`src/rtl/core/rppr_ik_pkg.sv`:
```
// Shared types, constants and the arctangent table for the arm inverse kinematics pipeline.
`timescale 1ns / 1ps

package rppr_ik_pkg;

    // Number of CORDIC micro-rotations; the table only covers 32 steps
    localparam int CORDIC_STEPS = 24;
    localparam int CORDIC_RUN   = (CORDIC_STEPS > 32) ? 32 : CORDIC_STEPS;

    // Working width of the CORDIC vector: a negated -2^31 plus the CORDIC gain fits in 35 bits
    localparam int CORDIC_W = 35;

    // CORDIC gain correction 0.60725293500888 in Q31
    localparam logic [30:0] GAIN_Q31 = 31'd1304065748;

    // Configuration register indexes
    localparam int CFG_INDEX_W = 1;
    localparam logic [CFG_INDEX_W-1:0] CFG_BASE_HEIGHT   = 1'b0;
    localparam logic [CFG_INDEX_W-1:0] CFG_RADIAL_OFFSET = 1'b1;

    // Half turn as a binary angle
    localparam logic [31:0] HALF_TURN = 32'h8000_0000;

    typedef struct packed {
        logic signed [31:0] target_x;
        logic signed [31:0] target_y;
        logic signed [31:0] target_z;
        logic signed [31:0] target_angle;
    } target_t;

    typedef struct packed {
        logic signed [31:0] base_angle;
        logic signed [31:0] lift_travel;
        logic signed [31:0] reach_travel;
        logic signed [31:0] wrist_angle;
    } joints_t;

    // Transaction state carried along the rotation pipeline
    typedef struct packed {
        logic                       zero;
        logic signed [CORDIC_W-1:0] x;
        logic signed [CORDIC_W-1:0] y;
        logic [31:0]                acc;
        logic signed [31:0]         lift;
        logic [31:0]                tool;
    } cordic_t;

    // Transaction state after gain correction
    typedef struct packed {
        logic [32:0]        radius;
        logic [31:0]        acc;
        logic signed [31:0] lift;
        logic [31:0]        tool;
    } gain_t;

    // atan(2^-step) in binary-angle units
    function automatic logic [31:0] atan_angle(input int unsigned step);
        logic [31:0] a;
        case (step)
            0:       a = 32'd536870912;
            1:       a = 32'd316933406;
            2:       a = 32'd167458907;
            3:       a = 32'd85004756;
            4:       a = 32'd42667331;
            5:       a = 32'd21354465;
            6:       a = 32'd10679838;
            7:       a = 32'd5340245;
            8:       a = 32'd2670163;
            9:       a = 32'd1335087;
            10:      a = 32'd667544;
            11:      a = 32'd333772;
            12:      a = 32'd166886;
            13:      a = 32'd83443;
            14:      a = 32'd41722;
            15:      a = 32'd20861;
            16:      a = 32'd10430;
            17:      a = 32'd5215;
            18:      a = 32'd2608;
            19:      a = 32'd1304;
            20:      a = 32'd652;
            21:      a = 32'd326;
            22:      a = 32'd163;
            23:      a = 32'd81;
            24:      a = 32'd41;
            25:      a = 32'd20;
            26:      a = 32'd10;
            27:      a = 32'd5;
            28:      a = 32'd3;
            29:      a = 32'd1;
            30:      a = 32'd1;
            default: a = 32'd0;
        endcase
        return a;
    endfunction

endpackage

```
`src/rtl/core/rppr_ik_gain.sv`:
```
// Gain correction: split 34x31 multiply in two stages, the last rounding to radius.
`timescale 1ns / 1ps

module rppr_ik_gain (
    input  logic                 clk,
    input  logic                 rst_n,
    input  logic                 adv,
    input  logic                 head_valid,
    input  rppr_ik_pkg::cordic_t head,
    output logic                 tail_valid,
    output rppr_ik_pkg::gain_t   tail
);

    logic [33:0]        mag;
    logic [31:0]        acc_masked;
    logic [47:0]        lo_reg;
    logic [47:0]        hi_reg;
    logic [31:0]        acc_reg;
    logic signed [31:0] lift_reg;
    logic [31:0]        tool_reg;
    logic               prod_valid_reg;
    logic [64:0]        sum;
    rppr_ik_pkg::gain_t out_reg;
    logic               out_valid_reg;

    // Clamp a negative magnitude to zero and drop the origin case
    always_comb
    begin
        if (head.zero || head.x[rppr_ik_pkg::CORDIC_W-1])
        begin
            mag = '0;
        end
        else
        begin
            mag = head.x[33:0];
        end
        acc_masked = head.zero ? 32'd0 : head.acc;
    end

    // Partial products
    always_ff @(posedge clk)
    begin
        if (adv)
        begin
            lo_reg   <= 48'(mag[16:0])  * 48'(rppr_ik_pkg::GAIN_Q31);
            hi_reg   <= 48'(mag[33:17]) * 48'(rppr_ik_pkg::GAIN_Q31);
            acc_reg  <= acc_masked;
            lift_reg <= head.lift;
            tool_reg <= head.tool;
        end
    end

    // Combine partial products and round from Q31
    assign sum = {hi_reg, 17'd0} + {17'd0, lo_reg} + (65'd1 << 30);

    always_ff @(posedge clk)
    begin
        if (adv)
        begin
            out_reg.radius <= sum[63:31];
            out_reg.acc    <= acc_reg;
            out_reg.lift   <= lift_reg;
            out_reg.tool   <= tool_reg;
        end
    end

    // Advance the valid bits
    always_ff @(posedge clk or negedge rst_n)
    begin
        if (!rst_n)
        begin
            prod_valid_reg <= 1'b0;
            out_valid_reg  <= 1'b0;
        end
        else if (adv)
        begin
            prod_valid_reg <= head_valid;
            out_valid_reg  <= prod_valid_reg;
        end
    end

    assign tail       = out_reg;
    assign tail_valid = out_valid_reg;

endmodule

```
`config.mk`:
```
export PLATFORM = sky130hd
export DESIGN_NAME = rppr_ik_gain
export DESIGN_NICKNAME = d
export VERILOG_FILES = /design/src/rtl/core/rppr_ik_pkg.sv /design/src/rtl/core/rppr_ik_gain.sv
export SDC_FILE = /design/constraint.sdc
export NUM_CORES = 1
export LEC_CHECK = 0
export ABC_AREA = 1
export BUFFER_PORTS_ARGS = -buffer_cell sky130_fd_sc_hd__buf_2
export CAP_MARGIN = 30
export CORE_ASPECT_RATIO = 1.75
export CORE_MARGIN = 3
export CORE_UTILIZATION = 50
export DETAILED_ROUTE_END_ITERATION = 6
export GPL_ROUTABILITY_DRIVEN = 0
export PLACE_DENSITY = 0.78
export SYNTH_ARGS = -nofsm -noshare
export SYNTH_HDL_FRONTEND = slang
export SYNTH_SLANG_ARGS = --single-unit
```
`constraint.sdc`:
```
create_clock -name clk -period 2 [get_ports clk]
set_input_delay 0.2 -clock clk [delete_from_list [all_inputs] [get_ports clk]]
set_output_delay 0.2 -clock clk [all_outputs]
set_load 0.005 [all_outputs]
```
# Word-level counts from Yosys, hierarchy flattened
# Index checks and enable logic that the tools add are counted.
# W data, S select, Z words.
[totals] out_inout_bits=130 input_bits=171 reg_bits=318
[op_classes] n_reduce_logical=1 muxes=1 n_addsub=2 multipliers=2
[op_table] cell="$add A64 B31 Y64 const B" count=1
[op_table] cell="$add A64 B48 Y64" count=1
[op_table] cell="$mul A17 B29 Y46 const B" count=1
[op_table] cell="$mul A17 B29 Y45 const B" count=1
[op_table] cell="$mux W34" count=1
[op_table] cell="$logic_or A1 B1 Y1" count=1

# Depth between registers and ports, before layout
[logic_depth] word_depth=3 depth_mapped=33 mapped_depth_nobuf=32

# Worst setup path before layout
# OpenSTA, ideal clock, no wires.
[synth_timing] path_kind="input port to flip-flop" from="input head[166] (netlist name)" to="register hi_reg[41], data pin" slack_ns=-3.791 path_stages=27 t_required_ns=1.741 arrival_ns=5.533 setup_time_ns=0.259 path_cell_list="buf_6 clkinv_2 nand2_4 inv_2 clkbuf_1 nand2_1 inv_1 ha_1 inv_1 fa_1 fa_1 inv_1 fa_1 fa_1 inv_1 fa_1 inv_1 ha_1 nand2_1 nand2_1 a21boi_1 nor2_1 nor2_1 nand2_1 nand2_1 nand3_1 xor2_1"
[synth_between] elab_chain_len=3
[synth_lines] element="start, declared" line_no="rppr_ik_gain.sv:9" text="input rppr_ik_pkg::cordic_t head,"
[synth_lines] element="$logic_or A1 B1 Y1" line_no="rppr_ik_gain.sv:29" text="if (head.zero || head.x[rppr_ik_pkg::CORDIC_W-1])"
[synth_lines] element="$mux W34" line_no="rppr_ik_gain.sv:29"
[synth_lines] element="$mul A17 B29 Y45" line_no="rppr_ik_gain.sv:46" text="hi_reg <= 48'(mag[33:17]) * 48'(rppr_ik_pkg::GAIN_Q31);"
[synth_lines] element="end signal, assigned" line_no="rppr_ik_gain.sv:46"
[synth_lines] element="end, declared" line_no="rppr_ik_gain.sv:17" text="logic [47:0] hi_reg;"
# Every way passes these cells.
# A chain may end at the register's enable or synchronous reset.

# Final worst setup path
[layout_timing] from="input head[165] (netlist name)" to="register lo_reg[43], data pin"
[layout_between] elab_chain_len=3
[layout_lines] element="$logic_or A1 B1 Y1" line_no="rppr_ik_gain.sv:29"
[layout_lines] element="$mux W34" line_no="rppr_ik_gain.sv:29"
[layout_lines] element="$mul A17 B29 Y46" line_no="rppr_ik_gain.sv:45" text="lo_reg <= 48'(mag[16:0]) * 48'(rppr_ik_pkg::GAIN_Q31);"
[layout_lines] element="end signal, assigned" line_no="rppr_ik_gain.sv:45"
[layout_lines] element="end, declared" line_no="rppr_ik_gain.sv:16" text="logic [47:0] lo_reg;"
# Every way passes these cells.

==> metrics.cfg <==
[sta]
drv_slew=0
fin_ws_ns=-3.72
clock.fmax_mhz=175
skew_ns=0.0246
worst_pin_slew_ns=0.540
hold_violations=0
setup_viol=102
fin_setup_tns_ns=-229.88
period_needed_ns=5.72
rsz0062_at_grt=yes
finalCritPeriodShare_pct=286
relSlewSlack_pct=63.9

[detailed_routing]
wl_per_cell_um=23.3
drc=0
vias_per_cell=5.61
drt_iter0_markers=2027
route.met3.wl_um=10700
top_layer=met5
wl_met1_um=36100
met2_length_um=57000
via_count=28700
drt-pass1-iter-count=6
ant_nets=0
routed_wl_um=119000

[die]
die_x_um=194
die_height_um=335
io_pins=301
dieArea_um2=65200
initial_core_util_pct=50.6
num_rows=120
core_area_um2=61300

[power_and_ir_drop]
peakVddDrop_uv=970
p_leak_uw=0.0216
internal-power_uw=30700
switching_share_pct=47.6
combPwrFrac_pct=75.2
p_per_area_nw_per_um2=1330
seq_power_share_pct=16.8
power.switching_uw=27800
pwr-share-clk_pct=8.0

[placement]
place_hpwl_um=84000
port-buffer-count=265

[synth]
syn_avg_cell_area_um2=9.44
seq_area_frac_synth_pct=29.1
yosysWarnings=0
synth_ff_type=edfxtp_1
synth.net_count=4204
synthArstFlopShare_pct=0.664
ys_ff_latch=301
syn-instance-count=3284
synth_cell_type_count=50
synth_edf_count=299
syn-cell-area_um2=31000

[global_route]
grt_use_total_pct=33.1
antenna_found_initial=2
grt_pass1_vias=30200
grt_overflow=0
grt_max_degree=58
grt_pass1_wl_um=165000

[finish]
final_cell_mix=inv_1, buf_4, nand2_1
syn_to_final_growth_pct=41.7
final_util_pct=71.7
drive_gt1_share_pct=38.4
layout_commonest_cell=inv_1
largest_register_ffs=129
fin_nets=5228

[min_path]
holdCritPathClass=input pin to register

[worst_setup_path]
crit_arrival_ns=6.01
startpoint_type=input pin
regToRegSetupSlack_ns=-0.62
crit_fanout=7
path_class=input pin to register
endpoint_kind=register
worst_ep_required_time_ns=2.30

[run_status]
failed_checks=negative setup slack
status=finished, violations left

[clock_network]
cts_made_buffers=25
clkLatencyLatePin_ns=0.57
cts_tree=yes
clockBufferDepth=3
cts_num_sinks=301
cts_max_level=1
clkSlewWorstSetupHoldPaths_ns=0.07
root_buffer=clkbuf_16

[job]
max_cap_violations=0

==> per-layer routing <==
metal / up-vias / track usage (%)
met5: - / 0
met4: 2 / 30.3
met3: 973 / 7.28
met2: 2029 / 58.5
met1: 13500 / 31.9
li1: 12200 / -
==> power by group through the flow <==
| stage | Combinational [uW] | Clock, uW | Sequential [uW] |
|---|---|---|---|
| 3_5_place_dp | 33800 | 0 | 9820 |
| 2_1_floorplan | 19800 | 0 | 9600 |
| 6_report | 44000 | 4690 | 9800 |
| 5_1_grt | 46700 | 5040 | 9860 |
| 4_1_cts | 38200 | 4760 | 9740 |
| 3_3_place_gp | 33000 | 0 | 9760 |
==> through the flow <==
step	std cells	total power (uW)	instance area (um2)	setup slack (ns)	hold WS (ns)
2_1_floorplan	3284	29400	32500	-3.33	-0.0956
3_3_place_gp	4903	42800	39200	-3.92	-0.00192
3_5_place_dp	4903	43600	39200	-4.07	0.00358
4_1_cts	5095	52700	42900	-3.14	0.0194
5_1_grt	5120	61600	43900	-3.80	0.0222
6_report	5121	58500	43900	-3.72	0.0224
==> cell type report <==
cell class / count / area (um2)
inverters: 937 / 3660
flip-flops and latches: 301 / 9030
repair buffers: 1004 / 7540
repair inverters: 1 / 16.3
well taps: 793 / 992
clock buffers: 33 / 676
multi-input cells: 2038 / 21900
fillers: 3724 / 17300
diodes: 1 / 2.50
clock inverters: 13 / 86.3
==> worst max-delay path: stages <==
cell	delay, ns
buf_8	0.10
inv_8	0.05
nand2_8	0.13
inv_16	0.16
buf_12	0.17
nand2_8	0.07
inv_8	0.08
fa_2	0.49
fa_1	0.68
inv_1	0.13
fa_2	0.58
inv_2	0.05
fa_2	0.44
fa_1	0.50
inv_1	0.07
fa_1	0.54
inv_2	0.06
ha_4	0.32
nand2_4	0.09
nor2_4	0.15
inv_4	0.09
nor4_4	0.43
nand3_1	0.16
nand4_1	0.15
nand2_2	0.09
==> path summary, 6_finish.rpt <==
| check | startpoint | endpoint | cells past startpoint |
|---|---|---|---|
| max in group asynchronous | rst_n | prod_valid_reg | 3 |
| hold / removal | adv | tail[40] | 1 |
| hold reg to reg | lift_reg[2] | tail[34] | 0 |
| setup / recovery | head[165] | lo_reg[43] | 25 |
| setup reg to reg | lo_reg[26] | tail[107] | 13 |
| min in group asynchronous | rst_n | tail_valid | 3 |
==> synth_stat cells (all sizes together) (15+ instances only) <==
master  number  share of area [%]
a31oi       15               0.32
a21oi      128                2.1
nand4       18               0.36
edfxtp     299                 29
nor2       302                3.8
o21ai      100                1.7
fa         383                 25
nor3        38               0.74
o21bai      16               0.40
nand2      470                5.9
xor2        58                1.6
inv        936                 11
nand3       77                1.3
ha         366                 15
==> timing repair <==
action / in CTS / in global routing
hold buffers: 97 / 0
setup endpoints to repair: 103 / 103
pin swaps: 190 / 92
hold endpoints to repair: 97 / 0
resized for setup: 416 / 239
gates cloned: 1 / 0
buffers inserted: 48 / 26
==> kinds of logic (layout without fill, tap and decap cells) <==
kind of cell             count (synthesis)  in the layout  synth area share, %
buffers and inverters                  945           1988                 11.5
other                                    0              1                    0
XOR/XNOR                                72             72                 2.03
flip-flops                             301            301                 29.1
AO/OA/AOI/OAI                          294            294                 5.43
AND/OR/NAND/NOR                        923            923                 12.4
adder cells (fa/ha/maj)                749            749                 39.5
Note: power is estimated with default switching activity, not from simulation.
